===== src/hdl/chrb_pkg.sv =====
// Shared constants and types for the consistent-hash range builder.
package chrb_pkg;

  localparam int MAX_SWITCHES = 16;
  localparam int SW_IDX_W     = $clog2(MAX_SWITCHES);
  localparam int SW_CNT_W     = $clog2(MAX_SWITCHES + 1);
  localparam int HASH_W       = 16;
  localparam int WORD_W       = 32;
  localparam int ADDR_W       = 4;

  localparam logic [HASH_W-1:0] RING_TOP = 16'hffff;

  localparam logic [WORD_W-1:0] MUR_C1   = 32'hcc9e2d51;
  localparam logic [WORD_W-1:0] MUR_C2   = 32'h1b873593;
  localparam logic [WORD_W-1:0] MUR_M5   = 32'd5;
  localparam logic [WORD_W-1:0] MUR_ADD  = 32'he6546b64;
  localparam logic [WORD_W-1:0] MUR_LEN  = 32'd4;
  localparam logic [WORD_W-1:0] MUR_F1   = 32'h85ebca6b;
  localparam logic [WORD_W-1:0] MUR_F2   = 32'hc2b2ae35;

  localparam logic [SW_CNT_W-1:0] NUM_SW_RESET = SW_CNT_W'(4);
  localparam logic [WORD_W-1:0]   SEED_RESET   = 32'd100;

  typedef enum logic [1:0] {
    REG_NUM_SWITCHES = 2'd0,
    REG_SEED_BASE    = 2'd1,
    REG_SEED_STEP    = 2'd2
  } reg_idx_t;

endpackage


===== src/hdl/consistent_hash_range_builder.sv =====
// Top level: sequencer for ring hashing and range emission per flow request.
// Each request hashes every switch onto the ring (states S_K1 to S_K8 per switch, five
//   products on the shared multiplier), then emits its ranges; output stalls hold emission.
//   A new request is taken only once the last range of the current one has been emitted;
//   the successor scan reads one stored hash per cycle.
// Reset: synchronous, active low; num_switches = 4, seed_base = seed_step = 100,
//   flow count zero, idle. The ring position store is not cleared.
module consistent_hash_range_builder (
  input  logic        clk,
  input  logic        rst_n,
  input  logic        in_valid,
  output logic        in_stall,
  input  logic [31:0] in_src_ip,
  input  logic [31:0] in_dst_ip,
  output logic        out_valid,
  input  logic        out_stall,
  output logic [3:0]  out_switch_id,
  output logic [31:0] out_src_ip,
  output logic [31:0] out_dst_ip,
  output logic [15:0] out_span_start,
  output logic [15:0] out_span_stop,
  output logic        out_last_of_run,
  input  logic        psel,
  input  logic        penable,
  input  logic        pwrite,
  input  logic [3:0]  paddr,
  input  logic [31:0] pwdata,
  output logic [31:0] prdata,
  output logic        pready
);

  localparam int WW = chrb_pkg::WORD_W;
  localparam int HW = chrb_pkg::HASH_W;
  localparam int IW = chrb_pkg::SW_IDX_W;
  localparam int CW = chrb_pkg::SW_CNT_W;

  typedef enum logic [3:0] {
    S_IDLE, S_SEED, S_SEED_W, S_K1, S_K2, S_K3, S_K4, S_K5, S_K6, S_K7, S_K8,
    S_RD, S_CUR, S_SCAN, S_ENORM, S_ETOP
  } state_t;

  typedef enum logic {
    W_NONE, W_PEND
  } wrap_t;

  function automatic logic [WW-1:0] rotl(input logic [WW-1:0] x, input int unsigned r);
    return (x << r) | (x >> (WW - r));
  endfunction

  // configuration registers
  logic [CW-1:0] nsw_r;
  logic [WW-1:0] sbase_r;
  logic [WW-1:0] sstep_r;
  logic          cfg_wr;

  assign pready = 1'b1;
  assign cfg_wr = psel && penable && pwrite;

  always_ff @(posedge clk) begin
    if (!rst_n) begin
      nsw_r   <= chrb_pkg::NUM_SW_RESET;
      sbase_r <= chrb_pkg::SEED_RESET;
      sstep_r <= chrb_pkg::SEED_RESET;
    end else if (cfg_wr) begin
      unique case (paddr[3:2])
        chrb_pkg::REG_NUM_SWITCHES: nsw_r   <= pwdata[CW-1:0];
        chrb_pkg::REG_SEED_BASE:    sbase_r <= pwdata;
        chrb_pkg::REG_SEED_STEP:    sstep_r <= pwdata;
        default: ;
      endcase
    end
  end

  always_comb begin
    unique case (paddr[3:2])
      chrb_pkg::REG_NUM_SWITCHES: prdata = WW'(nsw_r);
      chrb_pkg::REG_SEED_BASE:    prdata = sbase_r;
      chrb_pkg::REG_SEED_STEP:    prdata = sstep_r;
      default:                    prdata = '0;
    endcase
  end

  // sequencer registers
  state_t        state_r, state_nxt;
  logic [CW-1:0] n_r, n_nxt;
  logic [IW-1:0] i_r, i_nxt;
  logic [CW-1:0] j_r, j_nxt;
  logic          cmp_v_r, cmp_v_nxt;
  logic          wrap_done_r, wrap_done_nxt;
  wrap_t         top_r, top_nxt;
  logic [WW-1:0] seed_r, seed_nxt;
  logic [WW-1:0] h_r, h_nxt;
  logic [WW-1:0] flow_cnt_r, flow_cnt_nxt;
  logic [HW-1:0] lo_r, lo_nxt;
  logic [HW-1:0] hi_r, hi_nxt;
  logic [HW-1:0] cur_r, cur_nxt;
  logic [HW-1:0] next_r, next_nxt;
  logic [WW-1:0] src_r, src_nxt;
  logic [WW-1:0] dst_r, dst_nxt;

  logic          out_valid_r, out_valid_nxt;
  logic [IW-1:0] o_id_r, o_id_nxt;
  logic [HW-1:0] o_beg_r, o_beg_nxt;
  logic [HW-1:0] o_end_r, o_end_nxt;
  logic          o_last_r, o_last_nxt;
  logic [WW-1:0] o_src_r, o_src_nxt;
  logic [WW-1:0] o_dst_r, o_dst_nxt;

  logic [WW-1:0] mul_a, mul_b, mul_p;
  logic          ram_we;
  logic [IW-1:0] ram_raddr;
  logic [HW-1:0] ram_rdata;
  logic [HW-1:0] hash16;
  logic [CW-1:0] n_clamp;
  logic          last_i;
  logic          out_free;
  logic          advance;

  chrb_mul u_mul (
    .clk (clk),
    .a   (mul_a),
    .b   (mul_b),
    .p   (mul_p)
  );

  chrb_ram #(
    .WIDTH (HW),
    .DEPTH (chrb_pkg::MAX_SWITCHES)
  ) u_ring (
    .clk   (clk),
    .we    (ram_we),
    .waddr (i_r),
    .wdata (hash16),
    .raddr (ram_raddr),
    .rdata (ram_rdata)
  );

  assign hash16   = mul_p[HW-1:0] ^ mul_p[WW-1:HW];
  assign last_i   = ({1'b0, i_r} == CW'(n_r - CW'(1)));
  assign out_free = !out_valid_r || !out_stall;
  assign in_stall = (state_r != S_IDLE);

  always_comb begin
    if (nsw_r == '0) begin
      n_clamp = CW'(1);
    end else if (nsw_r > CW'(chrb_pkg::MAX_SWITCHES)) begin
      n_clamp = CW'(chrb_pkg::MAX_SWITCHES);
    end else begin
      n_clamp = nsw_r;
    end
  end

  always_comb begin
    state_nxt     = state_r;
    n_nxt         = n_r;
    i_nxt         = i_r;
    j_nxt         = j_r;
    cmp_v_nxt     = cmp_v_r;
    wrap_done_nxt = wrap_done_r;
    top_nxt       = top_r;
    seed_nxt      = seed_r;
    h_nxt         = h_r;
    flow_cnt_nxt  = flow_cnt_r;
    lo_nxt        = lo_r;
    hi_nxt        = hi_r;
    cur_nxt       = cur_r;
    next_nxt      = next_r;
    src_nxt       = src_r;
    dst_nxt       = dst_r;
    out_valid_nxt = out_valid_r && out_stall;
    o_id_nxt      = o_id_r;
    o_beg_nxt     = o_beg_r;
    o_end_nxt     = o_end_r;
    o_last_nxt    = o_last_r;
    o_src_nxt     = o_src_r;
    o_dst_nxt     = o_dst_r;
    mul_a         = '0;
    mul_b         = '0;
    ram_we        = 1'b0;
    ram_raddr     = i_r;
    advance       = 1'b0;

    unique case (state_r)
      S_IDLE: begin
        if (in_valid) begin
          src_nxt   = in_src_ip;
          dst_nxt   = in_dst_ip;
          n_nxt     = n_clamp;
          state_nxt = S_SEED;
        end
      end
      S_SEED: begin
        mul_a         = flow_cnt_r;
        mul_b         = sstep_r;
        lo_nxt        = chrb_pkg::RING_TOP;
        hi_nxt        = '0;
        i_nxt         = '0;
        wrap_done_nxt = 1'b0;
        state_nxt     = S_SEED_W;
      end
      S_SEED_W: begin
        seed_nxt  = mul_p + sbase_r;
        state_nxt = S_K1;
      end
      S_K1: begin
        mul_a     = WW'(i_r);
        mul_b     = chrb_pkg::MUR_C1;
        state_nxt = S_K2;
      end
      S_K2: begin
        mul_a     = rotl(mul_p, 15);
        mul_b     = chrb_pkg::MUR_C2;
        state_nxt = S_K3;
      end
      S_K3: begin
        h_nxt     = rotl(seed_r ^ mul_p, 13);
        state_nxt = S_K4;
      end
      S_K4: begin
        mul_a     = h_r;
        mul_b     = chrb_pkg::MUR_M5;
        state_nxt = S_K5;
      end
      S_K5: begin
        h_nxt     = (mul_p + chrb_pkg::MUR_ADD) ^ chrb_pkg::MUR_LEN;
        state_nxt = S_K6;
      end
      S_K6: begin
        mul_a     = h_r ^ (h_r >> 16);
        mul_b     = chrb_pkg::MUR_F1;
        state_nxt = S_K7;
      end
      S_K7: begin
        mul_a     = mul_p ^ (mul_p >> 13);
        mul_b     = chrb_pkg::MUR_F2;
        state_nxt = S_K8;
      end
      S_K8: begin
        ram_we = 1'b1;
        if (hash16 < lo_r) begin
          lo_nxt = hash16;
        end
        if (hash16 > hi_r) begin
          hi_nxt = hash16;
        end
        if (last_i) begin
          i_nxt     = '0;
          state_nxt = S_RD;
        end else begin
          i_nxt     = i_r + IW'(1);
          state_nxt = S_K1;
        end
      end
      S_RD: begin
        ram_raddr = i_r;
        state_nxt = S_CUR;
      end
      S_CUR: begin
        cur_nxt = ram_rdata;
        if (ram_rdata == hi_r) begin
          top_nxt   = W_NONE;
          state_nxt = S_ETOP;
        end else begin
          next_nxt  = hi_r;
          j_nxt     = '0;
          cmp_v_nxt = 1'b0;
          state_nxt = S_SCAN;
        end
      end
      S_SCAN: begin
        if (cmp_v_r && ram_rdata > cur_r && ram_rdata < next_r) begin
          next_nxt = ram_rdata;
        end
        if (j_r != n_r) begin
          ram_raddr = j_r[IW-1:0];
          j_nxt     = j_r + CW'(1);
          cmp_v_nxt = 1'b1;
        end else begin
          cmp_v_nxt = 1'b0;
          state_nxt = S_ENORM;
        end
      end
      S_ENORM: begin
        if (out_free) begin
          out_valid_nxt = 1'b1;
          o_id_nxt      = i_r;
          o_beg_nxt     = cur_r;
          o_end_nxt     = next_r;
          o_last_nxt    = last_i;
          o_src_nxt     = src_r;
          o_dst_nxt     = dst_r;
          advance       = 1'b1;
        end
      end
      S_ETOP: begin
        if (out_free) begin
          out_valid_nxt = 1'b1;
          o_id_nxt      = i_r;
          o_src_nxt     = src_r;
          o_dst_nxt     = dst_r;
          if (top_r == W_PEND) begin
            // wrap range, second result of the first top switch
            o_beg_nxt  = '0;
            o_end_nxt  = lo_r;
            o_last_nxt = last_i;
            advance    = 1'b1;
          end else begin
            o_beg_nxt  = cur_r;
            o_end_nxt  = chrb_pkg::RING_TOP;
            o_last_nxt = last_i && wrap_done_r;
            if (wrap_done_r) begin
              advance = 1'b1;
            end else begin
              wrap_done_nxt = 1'b1;
              top_nxt       = W_PEND;
            end
          end
        end
      end
      default: state_nxt = S_IDLE;
    endcase

    if (advance) begin
      if (last_i) begin
        flow_cnt_nxt = flow_cnt_r + WW'(1);
        state_nxt    = S_IDLE;
      end else begin
        i_nxt     = i_r + IW'(1);
        state_nxt = S_RD;
      end
    end
  end

  always_ff @(posedge clk) begin
    if (!rst_n) begin
      state_r     <= S_IDLE;
      flow_cnt_r  <= '0;
      out_valid_r <= 1'b0;
      cmp_v_r     <= 1'b0;
      wrap_done_r <= 1'b0;
      top_r       <= W_NONE;
      n_r         <= CW'(1);
      i_r         <= '0;
      j_r         <= '0;
    end else begin
      state_r     <= state_nxt;
      flow_cnt_r  <= flow_cnt_nxt;
      out_valid_r <= out_valid_nxt;
      cmp_v_r     <= cmp_v_nxt;
      wrap_done_r <= wrap_done_nxt;
      top_r       <= top_nxt;
      n_r         <= n_nxt;
      i_r         <= i_nxt;
      j_r         <= j_nxt;
    end
    seed_r   <= seed_nxt;
    h_r      <= h_nxt;
    lo_r     <= lo_nxt;
    hi_r     <= hi_nxt;
    cur_r    <= cur_nxt;
    next_r   <= next_nxt;
    src_r    <= src_nxt;
    dst_r    <= dst_nxt;
    o_id_r   <= o_id_nxt;
    o_beg_r  <= o_beg_nxt;
    o_end_r  <= o_end_nxt;
    o_last_r <= o_last_nxt;
    o_src_r  <= o_src_nxt;
    o_dst_r  <= o_dst_nxt;
  end

  assign out_valid       = out_valid_r;
  assign out_switch_id   = o_id_r;
  assign out_src_ip      = o_src_r;
  assign out_dst_ip      = o_dst_r;
  assign out_span_start  = o_beg_r;
  assign out_span_stop   = o_end_r;
  assign out_last_of_run = o_last_r;

  a_range_order: assert property (@(posedge clk) disable iff (!rst_n)
    out_valid_r |-> o_beg_r <= o_end_r)
    else $error("range begin above range end");

  a_busy_after_accept: assert property (@(posedge clk) disable iff (!rst_n)
    (in_valid && !in_stall) |=> in_stall)
    else $error("request accepted without going busy");

  a_ring_bounds: assert property (@(posedge clk) disable iff (!rst_n)
    (state_r == S_SCAN || state_r == S_ENORM || state_r == S_ETOP) |-> lo_r <= hi_r)
    else $error("smallest ring position above greatest");

  a_scan_count: assert property (@(posedge clk) disable iff (!rst_n)
    (state_r == S_SCAN) |-> (j_r <= n_r && n_r != '0))
    else $error("scan index past switch count");

  a_wrap_once: assert property (@(posedge clk) disable iff (!rst_n)
    (state_r == S_ETOP && top_r == W_PEND) |-> wrap_done_r)
    else $error("wrap range pending without top switch seen");

endmodule


===== src/hdl/chrb_ram.sv =====
// Generic single-write, single-read RAM with registered read data.
module chrb_ram #(
  parameter int WIDTH = 16,
  parameter int DEPTH = 16,
  localparam int AW = (DEPTH > 1) ? $clog2(DEPTH) : 1
) (
  input  logic             clk,
  input  logic             we,
  input  logic [AW-1:0]    waddr,
  input  logic [WIDTH-1:0] wdata,
  input  logic [AW-1:0]    raddr,
  output logic [WIDTH-1:0] rdata
);

  logic [WIDTH-1:0] mem [DEPTH];

  always_ff @(posedge clk) begin
    if (we) begin
      mem[waddr] <= wdata;
    end
    rdata <= mem[raddr];
  end

endmodule


===== src/hdl/chrb_mul.sv =====
// Shared 32x32 multiplier, low word of the product registered.
module chrb_mul (
  input  logic                       clk,
  input  logic [chrb_pkg::WORD_W-1:0] a,
  input  logic [chrb_pkg::WORD_W-1:0] b,
  output logic [chrb_pkg::WORD_W-1:0] p
);

  always_ff @(posedge clk) begin
    p <= chrb_pkg::WORD_W'(a * b);
  end

endmodule

===== config.mk =====
export PLATFORM = sky130hd
export DESIGN_NAME = consistent_hash_range_builder
export DESIGN_NICKNAME = d
export VERILOG_FILES = /design/src/hdl/chrb_pkg.sv /design/src/hdl/consistent_hash_range_builder.sv /design/src/hdl/chrb_ram.sv /design/src/hdl/chrb_mul.sv
export SDC_FILE = /design/constraint.sdc
export NUM_CORES = 2
export LEC_CHECK = 0
export BUFFER_PORTS_ARGS = -buffer_cell sky130_fd_sc_hd__buf_2
export CAP_MARGIN = 20
export CELL_PAD_IN_SITES_DETAIL_PLACEMENT = 1
export CELL_PAD_IN_SITES_GLOBAL_PLACEMENT = 1
export CORE_MARGIN = 3
export CORE_UTILIZATION = 45
export DETAILED_ROUTE_END_ITERATION = 10
export PLACE_DENSITY = 0.78
export RECOVER_POWER = 100
export SETUP_SLACK_MARGIN = 0.15
export SLEW_MARGIN = 20
export SYNTH_ARGS = -nofsm -noshare
export SYNTH_HDL_FRONTEND = slang
export SYNTH_SLANG_ARGS = --single-unit

===== constraint.sdc =====
create_clock -name clk -period 10.8 [get_ports clk]
set_clock_uncertainty 0.05 [all_clocks]
set_input_delay 1.08 -clock clk [delete_from_list [all_inputs] [get_ports clk]]
set_output_delay 1.08 -clock clk [all_outputs]
set_load 0.01 [all_outputs]

# Word-level counts from Yosys, hierarchy flattened
# Memory sizes are Yosys's and may differ from the RTL's. A register that Yosys moved wholly into a read port is not among the register bits.
# Index checks and enable logic that the tools add are counted.
word_totals:
  regBits: 448
  latch_bits: 0
  ramBits: 256
  romBits: 0
  input_bits: 107
  output_inout_bits: 136
  wordCells: 176
  mem_count: 1
classes:
  addsub: 6
  multipliers: 1
  div_mod_pow: 0
  order_cmp: 5
  n_eq_ne: 31
  shifts: 0
  mux: 62
  n_bitwise: 7
  reduce_logical: 36
mem_list:
  columns: ["name", "words", "width", "rd", "rd_ports_with_merged_regs", "wr", "line", "rtl"]
  rows:
  - ["u_ring.mem", 16, 16, 1, 1, 1, "chrb_ram.sv:15", "logic [WIDTH-1:0] mem [DEPTH];"]
ops:
  columns: ["operator", "n"]
  rows:
  - ["32-bit case mux with 6 select lines", 2]
  - ["16-bit 2-to-1 mux", 10]
  - ["16-bit case mux with 2 select lines", 5]
  - ["32-bit case mux with 3 select lines", 1]
  - ["32-bit case mux with 2 select lines", 1]
  - ["4-bit case mux with 14 select lines", 1]
  - ["4-bit 2-to-1 mux", 10]
  - ["32-bit by 1-bit adder with 32-bit output, second input constant", 1]
  - ["32-bit adder", 1]
  - ["32-bit adder, second input constant", 1]
  - ["4-bit == test, second input constant", 8]
  - ["16-bit > comparator", 2]
  - ["16-bit less-than comparator", 2]
  - ["32-bit by 32-bit multiplier with 32-bit output", 1]
  - ["32-bit by 13-bit bitwise OR with 32-bit output", 1]
  - ["32-bit by 15-bit bitwise OR with 32-bit output", 1]
  - ["32-bit by 16-bit XOR with 32-bit output", 1]
  - ["32-bit by 19-bit XOR with 32-bit output", 1]
  - ["32-bit XOR", 1]
  - ["1-bit 2-to-1 mux", 20]
  - ["5-bit 2-to-1 mux", 4]
  - ["2-bit inequality test, second input constant", 9]
  - ["2-bit AND reduction", 9]
  - ["3-bit AND reduction", 6]
  - ["other kinds (29)", 49]

# Logic depth before layout (Yosys ltp)
logic_depth:
  ltp_word: 6
  mapped_depth: 36

# By module
# A second synthesis with hierarchy kept.
hier_totals:
  hier_cells: 4274
  area_unflattened_um2: 47948.5
by_module_without_submodules:
  columns: ["module", "n_inst", "cells_per_inst", "area_each_um2", "seq_area_each_um2"]
  rows:
  - ["consistent_hash_range_builder", 1, 2044, 21297.9, 11260.8]
  - ["chrb_mul", 1, 1798, 16608.4, 640.6]
  - ["chrb_ram", 1, 432, 10042.1, 8007.7]

# Worst setup path before layout
# Ideal clock, no wire load.
synth_timing:
  path_type: "flip-flop to flip-flop"
  from: "register state_r[1]"
  to: "register u_mul.p[30] in the netlist's numbering"
  arrival_ps: 8102
  setup_slack_ps: 2576
  path_stages_with_launch: 34
  synth_period_minus_slack_ps: 8224
  cell_sequence: "dfxtp_1 -> buf_6 -> buf_2 -> buf_2 -> buf_2 -> clkbuf_1 -> o31a_1 -> clkbuf_1 -> nor2_1 -> fa_1 -> inv_1 -> fa_1 -> inv_1 -> fa_1 -> inv_1 -> fa_1 -> inv_1 -> fa_1 -> inv_1 -> fa_1 -> fa_1 -> fa_1 -> inv_1 -> ha_1 -> a21o_1 -> a21oi_1 -> o21ai_0 -> a21o_1 -> a31o_2 -> a311oi_1 -> o21ai_0 -> a31o_2 -> a21oi_1 -> xnor2_1"
synth_via:
  elab_chain_len: 3
  word_cells_on_any_way: 9
synth_rtl:
  columns: ["element", "line", "rtl"]
  rows:
  - ["start, declared", "consistent_hash_range_builder.sv:84", "state_t state_r, state_nxt;"]
  - ["start signal, assigned", "consistent_hash_range_builder.sv:346", "state_r <= state_nxt;"]
  - ["4-bit == test, or another cell as far along", "consistent_hash_range_builder.sv:183", "unique case (state_r)"]
  - ["32-bit case mux with 6 select lines", "consistent_hash_range_builder.sv:183", null]
  - ["32-bit by 32-bit multiplier with 32-bit output (*)", "chrb_mul.sv:10", "p <= chrb_pkg::WORD_W'(a * b);"]
  - ["end signal, assigned", "chrb_mul.sv:10", null]
  - ["end, declared", "chrb_mul.sv:6", "output logic [chrb_pkg::WORD_W-1:0] p"]
# Every way passes the cells marked *; elsewhere a longest branch is shown, timed or not.
# A chain may end at the register's enable or synchronous reset.

# Worst setup path after layout
# Same ends and word-level chain as after synthesis.

==> impl_metrics.csv <==
group,metric,value,unit
outcome,outcome,"finished with violations",
outcome,violations,"max-capacitance violations, max-slew violations",
timing,fin_crit,10.19,ns
power,net-switching-power,1.66,mW
cts,clkTransAtPathRegs,0.07,ns
timing,setup_tns,0,ns
die,fp.dieW,332,µm
cts,cts_setup_buffers,0,
drt,antenna_left,0,
cts,numCtsBuffers,80,
worst_hold_path,min_path_cells,0,
power,p_sw_share,25.7,%
cts,cts.sinks,720,
drt,avgRoutedWirePerCell,28.0,µm
cts,clock_latency,0.69,ns
drt,vias,35555,
drt,wirelength,169,mm
worst_setup_path,r2r_slack,0.61,ns
worst_setup_path,crit_fanout,33,
synth,syn_inst,4331,
worst_setup_path,critPathLaunchType,"register",
power,cellPowerDensity,122,nW/µm²
synth,synth_area_leader_cell,"edfxtp_1",
cts,tritoncts,"yes",
worst_setup_path,reg2reg_from,"state_r[1]$_SDFFE_PN0P_",
worst_hold_path,min_path_type,"register to register",
timing,drv_slew,530,
timing,max_clock_freq,98.2,MHz
timing,setup_viol,0,
finish,fin_cells,6024,
synth,syn-cell-area,47700,µm²
synth,async_reset_ff_share,0,%
synth,ys_warn_count,0,
synth,syn_nets,5071,
grt,antenna_found_initial,8,
synth,synth_top_cell_area_share,34.5,%
grt,grt_overflow,0,
flow_run,drv_cap,15,
finish,layout.nets,5312,
die,ioPinCount,243,
power,intPower,4.82,mW
worst_setup_path,slowest_stage,"dfxtp_2",
drt,dr.pass1.iters,5,
cts,clock_path_buffers,3,
timing,rsz0062_at_grt,"no",
timing,fin_hold_ws,0.365,ns
drt,first_iter_violations,3785,
worst_setup_path,arrival,10.72,ns
grt,grt_max_degree,67,
cts,cts_root_buf,"clkbuf_16",
timing,fin_ws,0.614,ns
worst_hold_path,hp-start,"src_r[9]$_DFFE_PP_",
placed_design,place_area,50900,µm²
timing,relSlewSlack,-189,%
finish,drive_gt1_share,10.1,%
synth,synth_sequential_area_ratio,41.7,%
drt,viasPerCell,5.90,
finish,post-route-util,50.9,%
power,power,6.49,mW
finish,design_area,53200,µm²
die,core_area,104000,µm²
timing,tightest_slew,4.34,ns
grt,grt_pass1_vias,37752,
synth,synth_cell_type_count,91,
worst_setup_path,rr_worst_depth,30,
power,peakVddDrop,106,µV
power,power_frac_seq,48.0,%
placed_design,place.detailed.hpwl,127,mm
worst_setup_path,crit_type,"register to register",
placed_design,dpl.cell_count,5870,
worst_setup_path,worstPathRequired,11.33,ns
placed_design,pre_cts_slack,1.13,ns
die,start_util,45.7,%
power,pwr-share-clk,43.6,%
cts,htree_levels,3,
drt,drc,0,
synth,ys_ff_latch,720,
timing,final_hold_viol_count,0,
placed_design,portBuffers,239,
worst_setup_path,path_common_cell,"fa_1",
die,die-area,110000,µm²
synth,synthTopCellsByArea,"edfxtp_1 (35%), fa_1 (17%), dfxtp_1 (7.2%), ha_1 (5.9%), inv_1 (4.2%)",
die,core.rowCount,118,
worst_setup_path,timing.rr.end,"u_mul.p[30]$_DFF_P_",
finish,final_common_cell,"edfxtp_1",
cts,cts_resized,0,
finish,layout_common_cells,"edfxtp_1 (549), inv_1 (538), nand2_1 (480), nor2_1 (448), fa_1 (409)",
worst_hold_path,hold_path_end,"out_src_ip[9]$_DFFE_PP_",
grt,grt_usage,30.5,%
finish,n_fill_cell,11309,
placed_design,place.gp.congestion,0.979,
worst_setup_path,max_stage_delay,0.81,ns
finish,syn_to_final_growth,11.4,%
synth,synth_edf_count,549,
grt,grt_first_pass_wirelength,250,mm
timing,period_share,94.3,%
worst_setup_path,end_kind,"register",
power,p_leak,21.8,nW
power,combPwrFrac,8.4,%
synth,synthFlopType,"edfxtp_1",
synth,synth.avg_cell_area,11.0,µm²
die,die_h,332,µm
cts,cts_hold_buffers,0,
worst max-delay path by stage:
stage	start	endpoint	slack [ns]	depth (start not counted)
after global placement	state_r[1]$_SDFFE_PN0P_	u_mul.p[30]$_DFF_P_	1.30	31
after global routing	state_r[1]$_SDFFE_PN0P_	u_mul.p[31]$_DFF_P_	0.37	27
after CTS	state_r[1]$_SDFFE_PN0P_	u_mul.p[30]$_DFF_P_	1.11	31
final	state_r[1]$_SDFFE_PN0P_	u_mul.p[30]$_DFF_P_	0.61	30
after detailed placement	state_r[1]$_SDFFE_PN0P_	u_mul.p[30]$_DFF_P_	1.13	31
after floorplan	state_r[1]$_SDFFE_PN0P_	u_mul.p[30]$_DFF_P_	2.58	33
layer usage:
| layer | track usage (%) | up-vias | share of wire, % |
|---|---|---|---|
| met4 | 13.2 | 0 | 5.1 |
| met3 | 6.70 | 467 | 9.7 |
| li1 | - | 14960 | - |
| met5 | 0 | - | 0 |
| met2 | 48.4 | 1746 | 46 |
| met1 | 40.4 | 18382 | 39 |
state kept, by name, indices dropped and copies added, names as in the netlist, 32 cells and up:
signal and count:
dst_r 32, flow_cnt_r 32, h_r 32, sbase_r 32, out_src_ip 32, sstep_r 32, out_dst_ip 32, src_r 32
seed_r 32, u_ring.mem 256, u_mul.p 32
cells in the mapped netlist, types with 64 or more instances:
library cell  number
dfxtp_1          171
fa_1             409
nor2_1           448
inv_1            538
ha_1             224
o21ai_0           98
a21oi_1          185
nand2_1          480
edfxtp_1         549
xor2_1            83
mux4_2            64
a21o_1            71
xnor2_1          168
clkbuf_1         155
area by class of cell:
type,instances,area [µm²],share of cell area (%)
flip-flops and latches,720,19900,37.4
clock buffers,101,2140,4.03
diodes,5,12.5,0.0235
multi-input cells,2856,24900,46.9
clock inverters,48,568,1.07
inverters,540,2030,3.82
well taps,1380,1730,3.25
repair buffers,374,1860,3.50
cell families (layout without fill, tap and decap cells):
kind of cell,Yosys count,count (layout),share of synthesized area (%)
other,1,6,0.00786
xor gates and xnor gates,260,260,4.94
and+or+nand+nor,1249,1249,11.7
DFF,720,720,41.7
muxes,97,97,3.75
adders and majority gates,633,633,23.0
buffers and inverters,755,1063,6.29
AOI/OAI and AO/OA,616,616,8.60
power groups by stage:
stage,Combinational [mW],Sequential (mW),Clock (mW)
final,0.544,3.11,2.83
after global routing,0.576,3.12,2.99
after CTS,0.536,3.11,2.87
after detailed placement,0.530,3.17,0
after global placement,0.509,3.16,0
after floorplan,0.315,3.13,0
critical path: cells and delay by family (launching register included):
family                   cells  cell delay (ns)
AO/OA/AOI/OAI               10             2.43
XOR/XNOR                     1             0.14
adder cells (fa/ha/maj)      9             4.46
buffers and inverters        6             0.32
flip-flops                   1             0.81
AND/OR/NAND/NOR              4             1.81
No activity file was read; power rests on OpenSTA's default activity.
